File: src/design/huffman_code_builder_defines.svh
// Assertion macros for the Huffman code builder.
// Used by huffman_code_builder.sv; expects clk and rst_n in scope.
`ifndef HUFFMAN_CODE_BUILDER_DEFINES_SVH
`define HUFFMAN_CODE_BUILDER_DEFINES_SVH
`ifndef NO_ASSERTIONS
`define HCB_ASSERT_IMPL(lbl, ante, cons) \
    lbl: assert property (@(posedge clk) disable iff (!rst_n) (ante) |-> (cons)) \
        else $error("huffman_code_builder: check failed");
`define HCB_ASSERT_NEXT(lbl, ante, cons) \
    lbl: assert property (@(posedge clk) disable iff (!rst_n) (ante) |=> (cons)) \
        else $error("huffman_code_builder: check failed");
`else
`define HCB_ASSERT_IMPL(lbl, ante, cons)
`define HCB_ASSERT_NEXT(lbl, ante, cons)
`endif
`endif

File: src/design/hcb_pkg.sv
// Shared types and fixed widths for the Huffman code builder.
// No dependencies.
`default_nettype none
package hcb_pkg;
    localparam int SYM_W  = 8;
    localparam int FREQ_W = 16;
    localparam int CODE_W = 31;
    localparam int LEN_W  = 5;

    typedef struct packed {
        logic [SYM_W-1:0]  symbol;
        logic [FREQ_W-1:0] frequency;
        logic              last_symbol;
    } hcb_in_t;

    typedef struct packed {
        logic [SYM_W-1:0]  code_symbol;
        logic [CODE_W-1:0] code_bits;
        logic [LEN_W-1:0]  code_length;
        logic              last_code;
    } hcb_out_t;
endpackage
`default_nettype wire

File: src/design/huffman_code_builder.sv
// Huffman code builder top level: load sequencer, heap engine and tree walker.
// Depends on hcb_pkg, hcb_ram and huffman_code_builder_defines.svh.
//
// Usage: symbol/frequency pairs arrive on the in channel (valid/ready), one
// transfer per cycle while loading. Entries past MAX_SYMBOLS are dropped. The
// transfer carrying last_symbol starts the build; in_ready stays low until
// every code has been handed to the out channel. Codes leave one per leaf in
// depth-first order, left (bit 0) before right (bit 1); last_code marks the
// final one. A lone symbol gets code 0 with length 0.
// The build runs on a heap RAM with one write and one read port and
// registered reads. A sift level reads both children, then writes one entry;
// a take of the minimum reads the top and the last entry, then sifts; an
// insert writes the new node's links, then reads and compares each parent.
// The walk pops each entry, then emits a leaf or pushes a node's children.
// The out channel has a single result register; while the receiver stalls,
// the walk holds in place. Reset clears all counts and drops any result in
// flight; RAM contents need no clearing since each entry is written first.
`default_nettype none
`include "huffman_code_builder_defines.svh"
module huffman_code_builder #(
    parameter int MAX_SYMBOLS = 32,
    parameter int FREQ_BITS   = 16,
    parameter int MAX_DEPTH   = 31
) (
    input  wire logic             clk,
    input  wire logic             rst_n,
    input  wire logic             in_valid,
    output logic                  in_ready,
    input  wire hcb_pkg::hcb_in_t in_data,
    output logic                  out_valid,
    input  wire logic             out_ready,
    output hcb_pkg::hcb_out_t     out_data
);
    import hcb_pkg::*;

    localparam int HA   = $clog2(MAX_SYMBOLS);
    localparam int NA   = HA + 1;
    localparam int WW   = FREQ_BITS + HA;
    localparam int HEW  = WW + NA;
    localparam int SEW  = NA + HA + CODE_W;
    localparam int LKW  = 2 * NA;
    localparam int NODES = 2 * MAX_SYMBOLS;

    localparam logic [4:0] ST_LOAD   = 5'd0;
    localparam logic [4:0] ST_B_RD   = 5'd1;
    localparam logic [4:0] ST_B_GET  = 5'd2;
    localparam logic [4:0] ST_SD_RL  = 5'd3;
    localparam logic [4:0] ST_SD_RR  = 5'd4;
    localparam logic [4:0] ST_SD_DEC = 5'd5;
    localparam logic [4:0] ST_MERGE  = 5'd6;
    localparam logic [4:0] ST_T_RD0  = 5'd7;
    localparam logic [4:0] ST_T_RDL  = 5'd8;
    localparam logic [4:0] ST_T_GO   = 5'd9;
    localparam logic [4:0] ST_NEW    = 5'd10;
    localparam logic [4:0] ST_PU_RD  = 5'd11;
    localparam logic [4:0] ST_PU_CMP = 5'd12;
    localparam logic [4:0] ST_W_INIT = 5'd13;
    localparam logic [4:0] ST_W_POP  = 5'd14;
    localparam logic [4:0] ST_W_GET  = 5'd15;
    localparam logic [4:0] ST_W_LNK  = 5'd16;
    localparam logic [4:0] ST_W_PSH2 = 5'd17;
    localparam logic [4:0] ST_W_EMIT = 5'd18;

    localparam logic [1:0] RET_BUILD = 2'd0;
    localparam logic [1:0] RET_A     = 2'd1;
    localparam logic [1:0] RET_B     = 2'd2;
    localparam logic [1:0] RET_ROOT  = 2'd3;

    // control registers
    logic [4:0]    state_reg,  state_next;
    logic [1:0]    ret_reg,    ret_next;
    logic [HA:0]   loaded_reg, loaded_next;
    logic [HA:0]   n_reg,      n_next;
    logic [HA:0]   cnt_reg,    cnt_next;
    logic [NA-1:0] nodes_reg,  nodes_next;
    logic [HA-1:0] bi_reg,     bi_next;
    logic [HA-1:0] pos_reg,    pos_next;
    logic [HA-1:0] pi_reg,     pi_next;
    logic [HA:0]   sp_reg,     sp_next;
    logic          ov_reg,     ov_next;
    // payload registers
    logic [HEW-1:0] cur_reg, cur_next;
    logic [HEW-1:0] lval_reg, lval_next;
    logic [HEW-1:0] top_reg, top_next;
    logic [HEW-1:0] a_reg, a_next;
    logic [HEW-1:0] b_reg, b_next;
    logic [HEW-1:0] new_reg, new_next;
    logic [SEW-1:0] ent_reg, ent_next;
    hcb_out_t       od_reg, od_next;

    // RAM ports
    logic           sym_we, sym_re;
    logic [HA-1:0]  sym_wa, sym_ra;
    logic [SYM_W-1:0] sym_wd, sym_rd;
    logic           hp_we, hp_re;
    logic [HA-1:0]  hp_wa, hp_ra;
    logic [HEW-1:0] hp_wd, hp_rd;
    logic           lk_we, lk_re;
    logic [NA-1:0]  lk_wa, lk_ra;
    logic [LKW-1:0] lk_wd, lk_rd;
    logic           st_we, st_re;
    logic [HA-1:0]  st_wa, st_ra;
    logic [SEW-1:0] st_wd, st_rd;

    hcb_ram #(.DEPTH(MAX_SYMBOLS), .WIDTH(SYM_W)) u_sym (
        .clk(clk), .we(sym_we), .waddr(sym_wa), .wdata(sym_wd),
        .re(sym_re), .raddr(sym_ra), .rdata(sym_rd));
    hcb_ram #(.DEPTH(MAX_SYMBOLS), .WIDTH(HEW)) u_heap (
        .clk(clk), .we(hp_we), .waddr(hp_wa), .wdata(hp_wd),
        .re(hp_re), .raddr(hp_ra), .rdata(hp_rd));
    hcb_ram #(.DEPTH(NODES), .WIDTH(LKW)) u_link (
        .clk(clk), .we(lk_we), .waddr(lk_wa), .wdata(lk_wd),
        .re(lk_re), .raddr(lk_ra), .rdata(lk_rd));
    hcb_ram #(.DEPTH(MAX_SYMBOLS), .WIDTH(SEW)) u_stack (
        .clk(clk), .we(st_we), .waddr(st_wa), .wdata(st_wd),
        .re(st_re), .raddr(st_ra), .rdata(st_rd));

    // frequency masked to FREQ_BITS and widened to the weight width
    logic [FREQ_W+WW-1:0] freq_ext;
    logic [WW-1:0]        leaf_w;
    always_comb
    begin
        freq_ext = {{WW{1'b0}}, in_data.frequency};
        for (int j = 0; j < WW; j++)
        begin
            leaf_w[j] = (j < FREQ_BITS) ? freq_ext[j] : 1'b0;
        end
    end

    // sift-down child positions and compare
    logic [HA+1:0] l_pos, r_pos;
    logic          l_ok, r_ok;
    logic [WW-1:0] cur_w, l_w, r_w;
    assign l_pos = {1'b0, pos_reg, 1'b1};
    assign r_pos = l_pos + (HA+2)'(1);
    assign l_ok  = l_pos < {1'b0, cnt_reg};
    assign r_ok  = r_pos < {1'b0, cnt_reg};
    assign cur_w = cur_reg[HEW-1:NA];
    assign l_w   = lval_reg[HEW-1:NA];
    assign r_w   = hp_rd[HEW-1:NA];

    // stack entry fields
    logic [NA-1:0]     e_node;
    logic [HA-1:0]     e_depth;
    logic [CODE_W-1:0] e_code;
    assign e_node  = ent_reg[SEW-1:HA+CODE_W];
    assign e_depth = ent_reg[HA+CODE_W-1:CODE_W];
    assign e_code  = ent_reg[CODE_W-1:0];

    logic [HA:0]   load_inc;
    logic [HA-1:0] parent;
    logic [31:0]   len_full;
    assign load_inc = loaded_reg + (HA+1)'(loaded_reg < (HA+1)'(MAX_SYMBOLS));
    assign parent   = HA'((pi_reg - HA'(1)) >> 1);
    assign len_full = (32'(e_depth) > 32'(MAX_DEPTH)) ? 32'(MAX_DEPTH) : 32'(e_depth);

    assign in_ready  = (state_reg == ST_LOAD);
    assign out_valid = ov_reg;
    assign out_data  = od_reg;

    // sequencer: one RAM access per port per cycle, reads issued in the state
    // before their data is first used, writes never to an entry read in the same cycle
    always_comb
    begin
        state_next  = state_reg;
        ret_next    = ret_reg;
        loaded_next = loaded_reg;
        n_next      = n_reg;
        cnt_next    = cnt_reg;
        nodes_next  = nodes_reg;
        bi_next     = bi_reg;
        pos_next    = pos_reg;
        pi_next     = pi_reg;
        sp_next     = sp_reg;
        cur_next    = cur_reg;
        lval_next   = lval_reg;
        top_next    = top_reg;
        a_next      = a_reg;
        b_next      = b_reg;
        new_next    = new_reg;
        ent_next    = ent_reg;
        od_next     = od_reg;
        ov_next     = ov_reg && !out_ready;
        sym_we = 1'b0; sym_wa = loaded_reg[HA-1:0]; sym_wd = in_data.symbol;
        sym_re = 1'b0; sym_ra = e_node[HA-1:0];
        hp_we  = 1'b0; hp_wa  = pos_reg; hp_wd = cur_reg;
        hp_re  = 1'b0; hp_ra  = l_pos[HA-1:0];
        lk_we  = 1'b0; lk_wa  = nodes_reg; lk_wd = {a_reg[NA-1:0], b_reg[NA-1:0]};
        lk_re  = 1'b0; lk_ra  = e_node;
        st_we  = 1'b0; st_wa  = sp_reg[HA-1:0]; st_wd = ent_reg;
        st_re  = 1'b0; st_ra  = HA'(sp_reg - (HA+1)'(1));

        case (state_reg)
            ST_LOAD:
            begin
                if (in_valid)
                begin
                    if (loaded_reg < (HA+1)'(MAX_SYMBOLS))
                    begin
                        sym_we = 1'b1;
                        hp_we  = 1'b1;
                        hp_wa  = loaded_reg[HA-1:0];
                        hp_wd  = {leaf_w, NA'(loaded_reg)};
                    end
                    loaded_next = load_inc;
                    if (in_data.last_symbol)
                    begin
                        n_next     = load_inc;
                        cnt_next   = load_inc;
                        nodes_next = NA'(load_inc);
                        bi_next    = HA'(load_inc >> 1);
                        ret_next   = RET_BUILD;
                        state_next = ST_B_RD;
                    end
                end
            end
            // heap build, sift down from n/2 to 0
            ST_B_RD:
            begin
                hp_re      = 1'b1;
                hp_ra      = bi_reg;
                state_next = ST_B_GET;
            end
            ST_B_GET:
            begin
                cur_next   = hp_rd;
                pos_next   = bi_reg;
                state_next = ST_SD_RL;
            end
            // sift down with the moving entry held in cur_reg
            ST_SD_RL:
            begin
                hp_re      = 1'b1;
                hp_ra      = l_pos[HA-1:0];
                state_next = ST_SD_RR;
            end
            ST_SD_RR:
            begin
                hp_re      = 1'b1;
                hp_ra      = r_pos[HA-1:0];
                lval_next  = hp_rd;
                state_next = ST_SD_DEC;
            end
            ST_SD_DEC:
            begin
                hp_we = 1'b1;
                hp_wa = pos_reg;
                if (r_ok && r_w < ((l_ok && l_w < cur_w) ? l_w : cur_w))
                begin
                    hp_wd      = hp_rd;
                    pos_next   = r_pos[HA-1:0];
                    state_next = ST_SD_RL;
                end
                else if (l_ok && l_w < cur_w)
                begin
                    hp_wd      = lval_reg;
                    pos_next   = l_pos[HA-1:0];
                    state_next = ST_SD_RL;
                end
                else
                begin
                    hp_wd = cur_reg;
                    case (ret_reg)
                        RET_BUILD:
                        begin
                            if (bi_reg == '0)
                            begin
                                state_next = ST_MERGE;
                            end
                            else
                            begin
                                bi_next    = bi_reg - HA'(1);
                                state_next = ST_B_RD;
                            end
                        end
                        RET_A:
                        begin
                            a_next     = top_reg;
                            ret_next   = RET_B;
                            state_next = ST_T_RD0;
                        end
                        RET_B:
                        begin
                            b_next     = top_reg;
                            state_next = ST_NEW;
                        end
                        default:
                        begin
                            state_next = ST_W_INIT;
                        end
                    endcase
                end
            end
            ST_MERGE:
            begin
                ret_next   = (cnt_reg > (HA+1)'(1)) ? RET_A : RET_ROOT;
                state_next = ST_T_RD0;
            end
            // take the minimum: top out, last entry moves to the top
            ST_T_RD0:
            begin
                hp_re      = 1'b1;
                hp_ra      = '0;
                state_next = ST_T_RDL;
            end
            ST_T_RDL:
            begin
                hp_re      = 1'b1;
                hp_ra      = HA'(cnt_reg - (HA+1)'(1));
                top_next   = hp_rd;
                state_next = ST_T_GO;
            end
            ST_T_GO:
            begin
                cur_next   = hp_rd;
                cnt_next   = cnt_reg - (HA+1)'(1);
                pos_next   = '0;
                state_next = ST_SD_RL;
            end
            // new internal node, then sift up into the heap
            ST_NEW:
            begin
                lk_we      = 1'b1;
                new_next   = {a_reg[HEW-1:NA] + b_reg[HEW-1:NA], nodes_reg};
                nodes_next = nodes_reg + NA'(1);
                pi_next    = cnt_reg[HA-1:0];
                cnt_next   = cnt_reg + (HA+1)'(1);
                state_next = ST_PU_RD;
            end
            ST_PU_RD:
            begin
                if (pi_reg == '0)
                begin
                    hp_we      = 1'b1;
                    hp_wa      = '0;
                    hp_wd      = new_reg;
                    state_next = ST_MERGE;
                end
                else
                begin
                    hp_re      = 1'b1;
                    hp_ra      = parent;
                    state_next = ST_PU_CMP;
                end
            end
            ST_PU_CMP:
            begin
                hp_we = 1'b1;
                hp_wa = pi_reg;
                if (new_reg[HEW-1:NA] < hp_rd[HEW-1:NA])
                begin
                    hp_wd      = hp_rd;
                    pi_next    = parent;
                    state_next = ST_PU_RD;
                end
                else
                begin
                    hp_wd      = new_reg;
                    state_next = ST_MERGE;
                end
            end
            // depth-first walk on the stack RAM
            ST_W_INIT:
            begin
                st_we      = 1'b1;
                st_wa      = '0;
                st_wd      = {top_reg[NA-1:0], {HA{1'b0}}, {CODE_W{1'b0}}};
                sp_next    = (HA+1)'(1);
                state_next = ST_W_POP;
            end
            ST_W_POP:
            begin
                if (sp_reg == '0)
                begin
                    loaded_next = '0;
                    cnt_next    = '0;
                    nodes_next  = '0;
                    state_next  = ST_LOAD;
                end
                else
                begin
                    st_re      = 1'b1;
                    sp_next    = sp_reg - (HA+1)'(1);
                    state_next = ST_W_GET;
                end
            end
            ST_W_GET:
            begin
                ent_next = st_rd;
                if (st_rd[SEW-1:HA+CODE_W] < n_reg)
                begin
                    sym_re     = 1'b1;
                    sym_ra     = st_rd[HA+CODE_W+HA-1:HA+CODE_W];
                    state_next = ST_W_EMIT;
                end
                else
                begin
                    lk_re      = 1'b1;
                    lk_ra      = st_rd[SEW-1:HA+CODE_W];
                    state_next = ST_W_LNK;
                end
            end
            ST_W_LNK:
            begin
                st_we      = 1'b1;
                st_wd      = {lk_rd[NA-1:0], HA'(e_depth + HA'(1)),
                              e_code[CODE_W-2:0], 1'b1};
                sp_next    = sp_reg + (HA+1)'(1);
                state_next = ST_W_PSH2;
            end
            ST_W_PSH2:
            begin
                st_we      = 1'b1;
                st_wd      = {lk_rd[LKW-1:NA], HA'(e_depth + HA'(1)),
                              e_code[CODE_W-2:0], 1'b0};
                sp_next    = sp_reg + (HA+1)'(1);
                state_next = ST_W_POP;
            end
            ST_W_EMIT:
            begin
                if (!ov_reg || out_ready)
                begin
                    od_next.code_symbol = sym_rd;
                    od_next.code_bits   = e_code;
                    od_next.code_length = len_full[LEN_W-1:0];
                    od_next.last_code   = (sp_reg == '0);
                    ov_next             = 1'b1;
                    state_next          = ST_W_POP;
                end
            end
            default:
            begin
                state_next = ST_LOAD;
            end
        endcase
    end

    // control state
    always_ff @(posedge clk or negedge rst_n)
    begin
        if (!rst_n)
        begin
            state_reg  <= ST_LOAD;
            ret_reg    <= RET_BUILD;
            loaded_reg <= '0;
            n_reg      <= '0;
            cnt_reg    <= '0;
            nodes_reg  <= '0;
            bi_reg     <= '0;
            pos_reg    <= '0;
            pi_reg     <= '0;
            sp_reg     <= '0;
            ov_reg     <= 1'b0;
        end
        else
        begin
            state_reg  <= state_next;
            ret_reg    <= ret_next;
            loaded_reg <= loaded_next;
            n_reg      <= n_next;
            cnt_reg    <= cnt_next;
            nodes_reg  <= nodes_next;
            bi_reg     <= bi_next;
            pos_reg    <= pos_next;
            pi_reg     <= pi_next;
            sp_reg     <= sp_next;
            ov_reg     <= ov_next;
        end
    end

    // payload
    always_ff @(posedge clk)
    begin
        cur_reg  <= cur_next;
        lval_reg <= lval_next;
        top_reg  <= top_next;
        a_reg    <= a_next;
        b_reg    <= b_next;
        new_reg  <= new_next;
        ent_reg  <= ent_next;
        od_reg   <= od_next;
    end

    // a take never starts on an empty heap
    `HCB_ASSERT_IMPL(a_take_nonempty, state_reg == ST_T_RD0, cnt_reg != '0)
    // an emitted leaf is always one of the loaded entries
    `HCB_ASSERT_IMPL(a_emit_leaf, state_reg == ST_W_EMIT, e_node < n_reg)
    // finishing the walk clears the load count
    `HCB_ASSERT_NEXT(a_walk_end, state_reg == ST_W_POP && sp_reg == '0,
        loaded_reg == '0 && state_reg == ST_LOAD)
endmodule
`default_nettype wire

File: src/design/hcb_ram.sv
// Simple dual-port synchronous RAM, one write and one registered read port.
// No dependencies.
`default_nettype none
module hcb_ram #(
    parameter int DEPTH = 32,
    parameter int WIDTH = 8
) (
    input  wire logic                     clk,
    input  wire logic                     we,
    input  wire logic [$clog2(DEPTH)-1:0] waddr,
    input  wire logic [WIDTH-1:0]         wdata,
    input  wire logic                     re,
    input  wire logic [$clog2(DEPTH)-1:0] raddr,
    output logic      [WIDTH-1:0]         rdata
);
    logic [WIDTH-1:0] mem [DEPTH];

    // write port
    always_ff @(posedge clk)
    begin
        if (we)
        begin
            mem[waddr] <= wdata;
        end
    end

    // read port, data held until the next read
    always_ff @(posedge clk)
    begin
        if (re)
        begin
            rdata <= mem[raddr];
        end
    end
endmodule
`default_nettype wire
File: config.mk
export PLATFORM = sky130hd
export DESIGN_NAME = huffman_code_builder
export DESIGN_NICKNAME = d
export VERILOG_FILES = /design/src/design/hcb_pkg.sv /design/src/design/huffman_code_builder.sv /design/src/design/hcb_ram.sv
export VERILOG_INCLUDE_DIRS = /design/src /design/src/design
export SDC_FILE = /design/constraint.sdc
export NUM_CORES = 2
export LEC_CHECK = 0
export BUFFER_PORTS_ARGS = -buffer_cell sky130_fd_sc_hd__clkbuf_2
export CAP_MARGIN = 5
export CORE_MARGIN = 1.5
export CORE_UTILIZATION = 60
export CTS_CLUSTER_SIZE = 24
export DETAILED_ROUTE_END_ITERATION = 12
export GPL_ROUTABILITY_DRIVEN = 0
export PLACE_DENSITY_LB_ADDON = 0.25
export SLEW_MARGIN = 10
export SYNTH_ARGS = -nofsm -noshare
export SYNTH_HDL_FRONTEND = slang
export SYNTH_SLANG_ARGS = --single-unit
File: constraint.sdc
create_clock -name clk -period 18.4 [get_ports clk]
set_clock_uncertainty 0.15 [all_clocks]
set_input_delay 3.68 -clock clk [delete_from_list [all_inputs] [get_ports clk]]
set_output_delay 3.68 -clock clk [all_outputs]
set_load 0.1 [all_outputs]
Yosys cells after proc, flatten, opt, wreduce, memory -nomap -nowiden

Memory sizes are Yosys's and may differ from the RTL's. A register that Yosys moved wholly into a read port is not among the register bits.
Cells that the tools add are included.

Flip-flop bits (word level): 302
Bits in latches: 0
Bits in writable memories: 3232
Bits in read-only memories: 0
Output and inout bits: 47
Memories: 4

Memories:

| name        | depth | width | rd ports | clocked after Yosys merged registers in | write ports | RTL line      | source |
|---|---|---|---|---|---|---|---|
| u_stack.mem | 32    | 42    | 1        | 1                                       | 1           | hcb_ram.sv:16 | `logic [WIDTH-1:0] mem [DEPTH];` |
| u_heap.mem  | 32    | 27    | 1        | 1                                       | 1           | hcb_ram.sv:16 |  |
| u_link.mem  | 64    | 12    | 1        | 1                                       | 1           | hcb_ram.sv:16 |  |
| u_sym.mem   | 32    | 8     | 1        | 1                                       | 1           | hcb_ram.sv:16 |  |

Add/subtract/negate cells: 11
$mul: 0
Divide/modulo/power cells: 0
Order comparisons: 8
Eq/ne operators: 32
Shifts and indexed selects: 0
Muxes and demuxes: 85
Bitwise gates (word level): 2
Reduce and logical (&&, ||, !) cells: 38

Operators by type and width:

| kind                | count |
|---|---|
| $mux 27             | 6 |
| $pmux 42 s3         | 1 |
| $pmux 27 s4         | 1 |
| $mux 5              | 21 |
| $pmux 5 s17         | 1 |
| $lt 21x21->1        | 3 |
| $pmux 5 s3          | 3 |
| $mux 6              | 7 |
| $eq 5x4->1 const B  | 8 |
| $pmux 6 s3          | 2 |
| $pmux 5 s5          | 1 |
| $pmux 6 s4          | 1 |
| $mux 1              | 23 |
| $add 21x21->21      | 1 |
| $mux 21             | 1 |
| $eq 5x3->1 const B  | 4 |
| $ne 2x2->1 const B  | 10 |
| $pmux 5 s2          | 2 |
| $add 6x1->6 const B | 3 |
| $reduce_and 4->1    | 4 |
| $eq 5x5->1 const B  | 3 |
| $logic_not 5->1     | 3 |
| $mux 2              | 7 |
| $lt 6x6->1          | 2 |
| 36 further kinds    | 58 |

Longest topological paths before layout

Word-level depth: 7
Depth in mapped cells: 22
Gate-level depth less buffers: 19

Hierarchy

From an unflattened synthesis, not the netlist that was laid out.

Cell total of the unflattened synthesis: 8003
Area, all modules: 144258.4 um2

By module, submodules not included:

| module               | times used | cells each | area an instance (um2) | seq. area each (um2) |
|---|---|---|---|---|
| hcb_ram (u_stack)    | 1          | 2953       | 53622.7                | 41619.9 |
| hcb_ram (u_heap)     | 1          | 1915       | 34493.1                | 26755.7 |
| hcb_ram (u_link)     | 1          | 1339       | 29971.2                | 23422.5 |
| huffman_code_builder | 1          | 1379       | 16037.9                | 8803.4 |
| hcb_ram (u_sym)      | 1          | 417        | 10133.5                | 7927.6 |

Worst setup path before layout

Ideal clock, no wire load.

Path type: input port to flip-flop
From: in in_valid
To: mem u_heap.mem[10][0] (netlist name), enable pin
Arrival: 6.267 ns
Data required time: 17.839 ns
Slack: 11.572 ns
Stages on the path: 7
Path through: nand2_1 a21o_1 a211o_1 a222oi_1 nor2b_1 nand2_1 nor2_1

Longest elaborated chain between the ends: 4
Elaborated cells on any way between the ends: 6
Those cells by class: mux (6)

Ends and longest elaborated chain:

| what                         | RTL line                    | source |
|---|---|---|
| start: declaration           | huffman_code_builder.sv:27  | `input wire logic in_valid,` |
| $mux 1                       | huffman_code_builder.sv:196 | `if (in_valid)` |
| $pmux 1 s3                   | huffman_code_builder.sv:193 | `case (state_reg)` |
| $mux 1                       | hcb_ram.sv:21               | `if (we)` |
| $mux 1 (implied by the code) | hcb_ram.sv:23               | `mem[waddr] <= wdata;` |
| end: declaration             | hcb_ram.sv:16               |  |

Several ways; a longest one is shown, not always the timed one.

Worst setup path in the final report

From: reg cnt_reg[2]
To: mem u_heap.mem[29][6] (netlist name) (data pin)

Longest elaborated chain between the ends: 7
Elaborated cells on any way between the ends: 9
Those cells by class: order compare (3); mux (4); reduce/logical (2)

Ends and longest elaborated chain:

| what                     | RTL line                                                 | source |
|---|---|---|
| start: declaration       | huffman_code_builder.sv:74                               | `logic [HA:0] cnt_reg, cnt_next;` |
| start signal: assignment | huffman_code_builder.sv:461                              | `cnt_reg <= cnt_next;` |
| $lt 6x6->1               | huffman_code_builder.sv:136                              | `assign l_ok = l_pos < {1'b0, cnt_reg};` |
| $logic_and 1x1->1        | huffman_code_builder.sv:248, huffman_code_builder.sv:254 |  |
| $mux 21                  | huffman_code_builder.sv:248                              | `if (r_ok && r_w < ((l_ok && l_w < cur_w) ? l_w : cur_w))` |
| $lt 21x21->1             | huffman_code_builder.sv:248                              |  |
| $logic_and 1x1->1        | huffman_code_builder.sv:248                              |  |
| $mux 27 *                | huffman_code_builder.sv:248                              |  |
| $pmux 27 s4 *            | huffman_code_builder.sv:193                              |  |
| via hp_wd[6]             | huffman_code_builder.sv:97                               | `logic [HEW-1:0] hp_wd, hp_rd;` |

Mark *: on every way through the listed nets, which the timed path passes. The rest lies on a longest branch.

==> results.json <==
{
  "status": "finished, final reports clean",
  "finalCritPeriodShare_pct": 42.74,
  "start_util_pct": 60.48,
  "tightestPinTransition_ps": 1308,
  "clock_latency_ps": 980,
  "critPathMaxFanout": 32,
  "period_needed_ps": 7865,
  "cts_root_buffer": "clkbuf_16",
  "cts_max_level": 5,
  "antenna_found_initial": 6,
  "yosys.cell_types.count": 85,
  "required_ps": 18590,
  "syn_inst": 8991,
  "hpwl_um": 193600,
  "synthMuxAreaShare_pct": 7.842,
  "grt_max_degree": 208,
  "cts_sinks": 3623,
  "postSynthAreaPerCell_um2": 16.03,
  "max-vdd-ir-drop_mv": 0.2458,
  "syn_area_um2": 144100,
  "finalNonFillerCells": 12510,
  "path_class": "flop to flop",
  "max_freq_mhz": 127.1,
  "rr_startpoint": "cnt_reg[2]",
  "ys.flop_type": "edfxtp_1",
  "hp-class": "flop to flop",
  "place_inst": 11870,
  "synth_xor_area_share_pct": 0.2370,
  "avgViaCountPerCell": 6.618,
  "power_density_nw_per_um2": 158.0,
  "die_area_um2": 243200,
  "min-delay-start": "u_stack.rdata[29]",
  "p_seq_share_pct": 41.5,
  "postCtsSetupBuffers": 0,
  "cts_made_buffers": 363,
  "clk_pin_slew_ps": 60,
  "num_rows": 179,
  "leakage_nw": 52.41,
  "grt_usage_pct": 29.19,
  "cts_max_path_buffers": 4,
  "wl_per_cell_um": 28.54,
  "startpoint_type": "flop",
  "yosys.area_share.adder_pct": 0.9949,
  "largest_register_ffs": 1344,
  "synth_simple_gate_area_share_pct": 9.029,
  "final_max_slew_viol_count": 0,
  "p_sw_mw": 8.302,
  "pwr-share-clk_pct": 28.0,
  "synth_edf_count": 3570,
  "reg.largest.list": "u_stack.mem: 1344 flops, u_heap.mem: 864 flops, u_link.mem: 768 flops",
  "grt_pass1_wl_um": 525300,
  "nets": 9210,
  "crit_start": "cnt_reg[2]",
  "fin_tns_setup_ps": 0,
  "regMostFlops": "u_stack.mem",
  "synth_seq_cells": 3623,
  "numPortBuffers": 75,
  "antenna_left": 0,
  "vias": 82770,
  "ys_async_sr_fraction_pct": 1.463,
  "routed_wl_um": 357000,
  "area_growth_pct": 10.77,
  "synth_top_family_by_area": "simple AND/OR/NAND/NOR gates",
  "cap_viol_max_count": 0,
  "yosysWarnings": 0,
  "pwr-share-comb_pct": 30.5,
  "first_pass_iters": 13,
  "synthesis.nets": 9134,
  "rsz0062_at_grt": "false",
  "slew_headroom_pct": 12.35,
  "cp-end-kind": "flop",
  "drive_above_1_share_pct": 14.37,
  "worstPathArrival_ps": 8050,
  "final-setup-viol-count": 0,
  "yosysSeqAreaShare_pct": 75.30,
  "io-pin-count": 76,
  "die_width_um": 493.1,
  "route.detailed.drc": 0,
  "grt_pass1_vias": 81200,
  "switching_share_pct": 32.91,
  "cts-resized-gates": 0,
  "power.internal_mw": 16.92,
  "finalHoldViolations": 0,
  "core-area_um2": 238300,
  "overflow": 0,
  "cts_tree": "yes",
  "synth_compound_area_share_pct": 4.877,
  "finalPower_mw": 25.23,
  "hold_buffers": 0,
  "drt_iter0_markers": 12120,
  "fp.dieH_um": 493.1
}
cell usage after synthesis (37+ instances only):
cell type	n	area, µm²
a311oi_1	83	727.0
nand3_1	602	3013
clkbuf_1	322	1209
mux4_2	428	9639
a21oi_1	289	1446
inv_1	87	326.6
ha_1	113	1414
buf_1	68	255.2
a31oi_1	95	594.3
nor2_1	280	1051
nand2_1	1697	6370
mux2_2	57	641.9
edfxtp_1	3570	107200
buf_2	114	570.6
dfrtp_1	53	1326
nand4_1	43	269.0
o2111ai_1	44	385.4
o21ai_0	112	560.5
mux2i_1	97	970.9
a22o_1	37	324.1
and2_1	64	400.4
and3_1	90	563.0
nor3_1	65	325.3
a211oi_1	150	1126
cell type report:
class	instances	area, µm²
fillers	15340	78660
inverters	90	337.8
clock buffers	448	9540
repair buffers	226	1584
diodes	6	15.01
flip-flops and latches	3623	108500
clock inverters	184	1617
well taps	3167	3963
multi-input cells	4763	34050
layout by cell type, fill, tap and decap left out, drive strengths merged, types with 93 or more instances in the layout:
cell	count
nand2	1700
inv	93
nand3	603
a211oi	151
mux2i	100
ha	113
mux4	428
o21ai	114
buf	152
edfxtp	3570
nor2	281
a31oi	95
clkinv	146
a21oi	289
clkbuf	522
power by group through the flow:
stage	sequential, mW	clock (mW)	combinational [mW]
5_1_grt	10.5	7.43	8.28
4_1_cts	10.5	7.12	7.61
3_5_place_dp	10.6	0	7.54
2_1_floorplan	10.5	0	5.35
3_3_place_gp	10.6	0	7.36
6_report	10.5	7.06	7.71
critical path, cell delays in order, from the launching register on:
cell      delay, ps
dfrtp_1         550
inv_1           140
ha_1            300
nor2b_1         120
o21ai_0         140
a21oi_1         100
or4_1           580
nor3_2          800
buf_4           440
mux2i_1         350
ha_1            310
a21oi_1         170
nor2_1           70
a211oi_1        370
o21ai_0         170
a211oi_1        410
a21o_1          310
nor2_1          150
or2_1           430
a222oi_1        280
nand3_1         880
worst paths after layout:
path                                          end  slack [ps]  cells past startpoint
worst max-delay path            u_heap.mem[29][6]       10540                     20
worst min-delay path                  ent_reg[29]         250                      0
worst max register to register  u_heap.mem[29][6]       10540                     20
worst min register to register        ent_reg[29]         250                      0
max in group asynchronous               sp_reg[0]       14700                      2
min in group asynchronous                lk_wa[1]        2760                      2
metal layers:
layer / global-route usage (%) / vias to the layer above / routed length (µm)
met2: 46.03 / 5084 / 171000
met1: 41.94 / 41950 / 137500
li1: - / 34950 / -
met4: 10.33 / 4 / 12700
met3: 4.770 / 786 / 35480
met5: 0 / - / 240
cell families after synthesis:
logic type / Yosys count
compound gates: 1038
xor+xnor: 39
fa+ha+maj: 114
buf+inv: 605
flops: 3623
mux: 585
simple gates: 2987
metrics by stage:
step	hold slack (ps)	area, µm²	worst slack (ps)	utilization, %
final	251.4	159600	10540	66.99
after global routing	272.3	159600	10080	66.99
after CTS	259.7	159500	10760	66.95
after detailed placement	254.5	148400	10730	62.27
after global placement	253.3	148400	10860	62.27
after floorplan	250.3	144100	11570	-
(Power assumes the default switching activity.)
